===== config.mk =====
export PLATFORM = sky130hd
export DESIGN_NAME = lge_ctrl
export DESIGN_NICKNAME = d
export VERILOG_FILES = /design/src/rtl/core/lge_pkg.sv /design/src/rtl/core/lge_ctrl.sv
export SDC_FILE = /design/constraint.sdc
export NUM_CORES = 1
export LEC_CHECK = 0
export BUFFER_PORTS_ARGS = -buffer_cell sky130_fd_sc_hd__buf_4
export CAP_MARGIN = 10
export CORE_AREA = 2 2 39 41
export CTS_BUF_LIST = sky130_fd_sc_hd__clkbuf_8 sky130_fd_sc_hd__clkbuf_16
export DETAILED_ROUTE_END_ITERATION = 6
export DIE_AREA = 0 0 41 43
export PLACE_DENSITY = 0.41
export SLEW_MARGIN = 20
export SYNTH_ARGS = -nofsm -noshare
export SYNTH_HDL_FRONTEND = slang
export SYNTH_SLANG_ARGS = --single-unit
export TNS_END_PERCENT = 50

===== constraint.sdc =====
create_clock -name clk -period 1.1 [get_ports clk]
set_input_delay 0.055 -clock clk [delete_from_list [all_inputs] [get_ports clk]]
set_output_delay 0.055 -clock clk [all_outputs]
set_load 0.01 [all_outputs]

===== src/rtl/core/lge_pkg.sv =====
`default_nettype none

package lge_pkg;

	// Grid geometry
	localparam int GRID_W   = 128;
	localparam int GRID_H   = 128;
	localparam int COL_AW   = $clog2(GRID_W);
	localparam int ROW_AW   = $clog2(GRID_H);
	localparam int ROW_CW   = $clog2(GRID_H + 1);

	// Field and register widths
	localparam int FUNC_W   = 2;
	localparam int CFG_W    = 8;
	localparam int PADDR_W  = 3;
	localparam int PDATA_W  = 32;

	// Operation codes
	localparam logic [FUNC_W-1:0] FUNC_WRITE   = 2'd0;
	localparam logic [FUNC_W-1:0] FUNC_READ    = 2'd1;
	localparam logic [FUNC_W-1:0] FUNC_ADVANCE = 2'd2;
	localparam logic [FUNC_W-1:0] FUNC_CLEAR   = 2'd3;

	// Register indexes (word address bit)
	localparam logic REG_ACTIVE_WIDTH  = 1'b0;
	localparam logic REG_ACTIVE_HEIGHT = 1'b1;

	localparam logic [CFG_W-1:0] ACTIVE_WIDTH_RST  = 8'd100;
	localparam logic [CFG_W-1:0] ACTIVE_HEIGHT_RST = 8'd100;

	// Neighbor counts of the B3/S23 rule
	localparam logic [3:0] LIFE_BORN_N = 4'd3;
	localparam logic [3:0] LIFE_KEEP_N = 4'd2;

	typedef logic [GRID_W-1:0] row_t;

	typedef struct packed {
		logic capture;
		logic cell_do;
		logic adv_rd;
		logic adv_wr;
		logic clear;
		logic out_load;
	} lge_cmd_t;

	typedef struct packed {
		logic [FUNC_W-1:0] func;
		logic              adv_last;
		logic              out_free;
	} lge_sts_t;

	// Columns below the active width
	function automatic row_t col_mask(input logic [CFG_W-1:0] w);
		row_t m;
		for (int x = 0; x < GRID_W; x++) begin
			m[x] = (ROW_CW'(x) < ROW_CW'(w)) || (w > CFG_W'(GRID_W - 1));
		end
		return m;
	endfunction

	// Next generation of one row from its old neighbors; edges count as dead
	function automatic row_t life_row(input row_t up, input row_t mid, input row_t dn);
		row_t              res;
		logic [GRID_W+1:0] u;
		logic [GRID_W+1:0] m;
		logic [GRID_W+1:0] d;
		logic [3:0]        n;
		u = {1'b0, up, 1'b0};
		m = {1'b0, mid, 1'b0};
		d = {1'b0, dn, 1'b0};
		for (int x = 0; x < GRID_W; x++) begin
			n = 4'(u[x]) + 4'(u[x+1]) + 4'(u[x+2]) + 4'(m[x]) + 4'(m[x+2])
				+ 4'(d[x]) + 4'(d[x+1]) + 4'(d[x+2]);
			res[x] = (n == LIFE_BORN_N) || ((n == LIFE_KEEP_N) && m[x+1]);
		end
		return res;
	endfunction

endpackage

`default_nettype wire


===== src/rtl/core/lge_ctrl.sv =====
`default_nettype none

module lge_ctrl (
	input  wire               clk,
	input  wire               arst_n,
	input  wire               in_valid,
	output logic              in_ready,
	input  lge_pkg::lge_sts_t sts,
	output lge_pkg::lge_cmd_t cmd
);
	import lge_pkg::*;

	localparam logic [2:0] S_IDLE    = 3'd0;
	localparam logic [2:0] S_CELL_RD = 3'd1;
	localparam logic [2:0] S_CELL_DO = 3'd2;
	localparam logic [2:0] S_ADV_RD  = 3'd3;
	localparam logic [2:0] S_ADV_WR  = 3'd4;
	localparam logic [2:0] S_CLEAR   = 3'd5;
	localparam logic [2:0] S_DONE    = 3'd6;

	logic [2:0] state_q;
	logic [2:0] state_d;

	assign in_ready = (state_q == S_IDLE);

	// Decode commands from the current state
	always_comb begin
		cmd          = '0;
		cmd.capture  = in_valid && in_ready;
		cmd.cell_do  = (state_q == S_CELL_DO);
		cmd.adv_rd   = (state_q == S_ADV_RD);
		cmd.adv_wr   = (state_q == S_ADV_WR);
		cmd.clear    = (state_q == S_CLEAR);
		cmd.out_load = (state_q == S_DONE) && sts.out_free;
	end

	// Next state
	always_comb begin
		state_d = state_q;
		unique case (state_q)
			S_IDLE: begin
				if (in_valid) begin
					unique case (sts.func)
						FUNC_WRITE, FUNC_READ: state_d = S_CELL_RD;
						FUNC_ADVANCE:          state_d = S_ADV_RD;
						FUNC_CLEAR:            state_d = S_CLEAR;
						default:               state_d = S_CLEAR;
					endcase
				end
			end
			S_CELL_RD: state_d = S_CELL_DO;
			S_CELL_DO: state_d = S_DONE;
			S_ADV_RD:  state_d = S_ADV_WR;
			S_ADV_WR:  state_d = sts.adv_last ? S_DONE : S_ADV_RD;
			S_CLEAR:   state_d = S_DONE;
			S_DONE: begin
				if (sts.out_free) state_d = S_IDLE;
			end
			default:   state_d = S_IDLE;
		endcase
	end

	always_ff @(posedge clk or negedge arst_n) begin
		if (!arst_n) begin
			state_q <= S_IDLE;
		end else begin
			state_q <= state_d;
		end
	end

	a_capture_leaves_idle: assert property (@(posedge clk) disable iff (!arst_n)
		cmd.capture |=> state_q != S_IDLE)
		else $error("item accepted but controller stayed idle");

	a_adv_wr_after_rd: assert property (@(posedge clk) disable iff (!arst_n)
		state_q == S_ADV_WR |-> $past(state_q) == S_ADV_RD)
		else $error("row write without a preceding row read");

	a_done_releases: assert property (@(posedge clk) disable iff (!arst_n)
		(state_q == S_DONE && sts.out_free) |=> state_q == S_IDLE)
		else $error("result loaded but controller not idle");

endmodule

`default_nettype wire


After elaboration in Yosys (flattened, before gate mapping)
Cells that the tools add are included.

Flip-flop bits (word level): 3. Bits of input ports: 7. Output and inout bits: 7. Word-level logic and storage cells: 24.

Equality and inequality tests: 11. Multiplexer cells: 5. Reduce and logical (&&, ||, !) cells: 7.

Operators by type and width (number): $pmux 3 s6 (1); $eq 3x3->1 const B (3); $mux 3 (3); $pmux 3 s3 (1); $eq 3x2->1 const B (2); $eq 2x2->1 const B (2); $ne 2x2->1 const B (2); $reduce_or 2->1 (2); $eq 3x1->1 const B (1); $logic_not 3->1 (1); $eq 2x1->1 const B (1); $logic_and 1x1->1 (2); $logic_not 2->1 (1); $reduce_and 2->1 (1).

Logic depth before layout (Yosys ltp)
Word-level depth: 5. Mapped depth: 4. Mapped depth without buffers: 3.

Worst setup path after synthesis
OpenSTA, ideal clock, no wires.

Path kind: flip-flop to output port. Start point: register state_q[1]. End point: output port cmd[5] (netlist name). Arrival time: 0.938 ns. Data required time: 1.045 ns. Path slack: 0.107 ns. Stages on the path, launching flop included: 4. Path through: dfrtp_1 buf_6 nor3_4 and2_1.

RTL lines: start: declaration (line lge_ctrl.sv:21) `logic [2:0] state_q;`; start signal: assignment (line lge_ctrl.sv:67) `state_q <= state_d;`; end: declaration (line lge_ctrl.sv:9) `output lge_pkg::lge_cmd_t cmd`.

==> flow_metrics.env <==
export IMPL_swShare=0.350
export IMPL_row_count=14
export IMPL_drt_iter0_markers=3
export IMPL_ys_seq_elements=3
export IMPL_synthFlopType="dfrtp_1"
export IMPL_overflow=0
export IMPL_antenna_cells=0
export IMPL_path_class="reg2out"
export IMPL_drc=0
export IMPL_period_share=1.08
export IMPL_regToRegSetupSlack_ns=0.02
export IMPL_clk_path_buf_depth=2
export IMPL_synth_area_um2=260
export IMPL_port_buffers=13
export IMPL_gp_congestion=0.771
export IMPL_drv_cap=0
export IMPL_yosys_warnings=0
export IMPL_power_density_nw_per_um2=2730
export IMPL_placed_area_um2=359
export IMPL_holdPathEnd="state_q[2]"
export IMPL_cts_tree="yes"
export IMPL_grt_max_degree=10
export IMPL_violations="negative setup slack"
export IMPL_status="finished with violations"
export IMPL_top_regs="state_q x3"
export IMPL_postRouteAntennaNets=0
export IMPL_vias=296
export IMPL_die_w_um=41
export IMPL_fmaxAchievable_mhz=845
export IMPL_r2r_end="state_q[1]"
export IMPL_syn_inst=26
export IMPL_synth_nets=33
export IMPL_crit_path_end_kind="output port"
export IMPL_die_h_um=43
export IMPL_fin_skew_ns=0.000609
export IMPL_seqPwrFrac=0.201
export IMPL_arrival_ns=1.13
export IMPL_cp_start_kind="flop"
export IMPL_grt_pass1_wl_um=1230
export IMPL_p_clk_frac=0.229
export IMPL_wirelength_um=766
export IMPL_dp_hpwl_um=466
export IMPL_hp_start="sts[1]"
export IMPL_clk_pin_slew_worst_paths_ns=0.03
export IMPL_clk_latency_ns=0.22
export IMPL_layout_drive_gt1_share=0.740
export IMPL_reg2reg_from="state_q[1]"
export IMPL_io_pins=14
export IMPL_cts_root_buf="clkbuf_8"
export IMPL_fin_total_pwr_mw=1.37
export IMPL_syn_area_per_cell_um2=10.0
export IMPL_yosys_area_top_type="dfrtp_1"
export IMPL_top_layer_used="met4"
export IMPL_grt_total_usage=0.117
export IMPL_p_int_mw=0.893
export IMPL_hp_class="in2reg"
export IMPL_setup_ws_ns=-0.0828
export IMPL_area_growth_pct=93.3
export IMPL_wl_met3_um=54
export IMPL_vias_per_cell=4.48
export IMPL_drtPass1Iterations=3
export IMPL_cp_data_required_time_ns=1.04
export IMPL_routedWlPerCell_um=11.6
export IMPL_fillers=145
export IMPL_die_area_um2=1760
export IMPL_finalCriticalPeriod_ns=1.18
export IMPL_tightest_slew_ns=0.166
export IMPL_synth_edff_count=0
export IMPL_setup_viol=5
export IMPL_max_slew_margin=0.886
export IMPL_p_switching_mw=0.482
export IMPL_crit_path_max_fanout=7
export IMPL_cts_max_level=1
export IMPL_largest_register_ffs=3
export IMPL_final_nets=58
export IMPL_power_frac_comb=0.569
export IMPL_hold_viol=0
export IMPL_ir_worst_vdd_v=0.000755
export IMPL_synth_async_sr_flop_share=1.00
export IMPL_whs_path_depth=3
export IMPL_grt_pass1_vias=273
export IMPL_rsz0062_at_grt="true"
export IMPL_synth_top_area_share=0.288
export IMPL_setup_tns_ns=-0.254
export IMPL_yosys_top_cells_area="dfrtp_1 (29%), buf_6 (13%), nor3_4 (6.3%), nor3b_1 (5.8%), a22oi_2 (4.8%)"
export IMPL_synthTopCellsByCount="buf_6 (3), dfrtp_1 (3), nand2_1 (2), nor2_1 (2), nor3b_1 (2)"
export IMPL_initial_core_util=0.188
export IMPL_reg2reg_depth=4
export IMPL_numCtsBuffers=3
export IMPL_wl_met2_um=363
export IMPL_final_max_slew_viol_count=0
export IMPL_design_area_um2=503
export IMPL_met1_length_um=305
export IMPL_cts_sinks=3
export IMPL_yosysUniqueCellTypes=19
export IMPL_core_um2=1380
export IMPL_antenna_found_initial=0
export IMPL_seq_area_frac_synth=0.288
export IMPL_largest_register="state_q"
export IMPL_leakagePower_nw=0.238
how the worst max path moves through the flow:
stage	end	start	slack [ns]	depth (start not counted)
4_1_cts	cmd[5]	state_q[0]	-0.08	3
3_5_place_dp	state_q[2]	state_q[0]	0.007	3
6_report	cmd[5]	state_q[1]	-0.08	3
3_3_place_gp	state_q[2]	state_q[0]	0.01	3
5_1_grt	cmd[5]	state_q[1]	-0.11	3
2_1_floorplan	cmd[5]	state_q[1]	0.11	3
critical path, stage by stage (launching register included):
cell	delay [ns]
dfrtp_2	0.45
nor3_4	0.20
and2_4	0.17
buf_6	0.09
power groups by stage:
stage                     Combinational (mW)  Sequential (mW)  Clock, mW
after floorplan                        0.461            0.195          0
after global placement                 0.481            0.311          0
after detailed placement               0.473            0.312          0
after CTS                              0.701            0.278      0.318
after global routing                   0.846            0.292      0.328
final                                  0.783            0.277      0.315
logic make-up after synthesis:
group           share of synthesized area
compound gates                      0.183
mux                                0.0385
flops                               0.288
simple gates                        0.346
buf+inv                             0.144
timing repair:
| item | 4_1_cts | 5_1_grt |
|---|---|---|
| pin swaps | 2 | 2 |
| setup buffers | 5 | 2 |
| hold buffers | 1 | 0 |
| gates resized for setup | 10 | 3 |
| setup endpoints to repair | 8 | 8 |
| endpoints found under the hold margin | 3 | 0 |
| gates cloned | 0 | 0 |
per-stage QoR:
step	utilization	hold WS (ns)	setup WS (ns)	std cells
floorplan	-	-0.241	0.107	26
CTS	0.345	0.128	-0.0753	64
finish	0.363	0.116	-0.0828	66
detailed placement	0.259	-0.154	0.00673	54
global route	0.363	0.139	-0.115	66
global placement	0.259	-0.155	0.0104	54
layout by cell type (no fill, tap or decap), drive strengths merged:
| cell type | netlist | layout |
|---|---|---|
| mux2i | 1 | 1 |
| and2 | 1 | 1 |
| inv | 1 | 2 |
| dlygate4sd3 | 0 | 1 |
| buf | 3 | 22 |
| a22oi | 1 | 1 |
| a2bb2oi | 1 | 1 |
| clkbuf | 0 | 3 |
| dfrtp | 3 | 3 |
| nand4b | 1 | 1 |
| nor3b | 2 | 2 |
| nor2 | 2 | 2 |
| nor3 | 2 | 2 |
| nand3b | 1 | 1 |
| o21ai | 3 | 3 |
| a21o | 1 | 1 |
| nand2 | 2 | 2 |
| and4b | 1 | 1 |
cell type report:
type,count,area (um^2),share of cell area
repair buffers,23,194,0.386
multi-input cells,19,161,0.321
flip-flops and latches,3,78.8,0.157
clock buffers,3,41.3,0.0821
well taps,16,20.0,0.0398
clock inverters,1,3.75,0.00746
inverters,1,3.75,0.00746
metal layers:
layer	vias to the layer above	GRT usage
li1	139	-
met1	139	0.126
met2	14	0.147
met3	4	0.0314
met4	0	0.160
met5	-	0
Power figures use the tool's default switching activity.
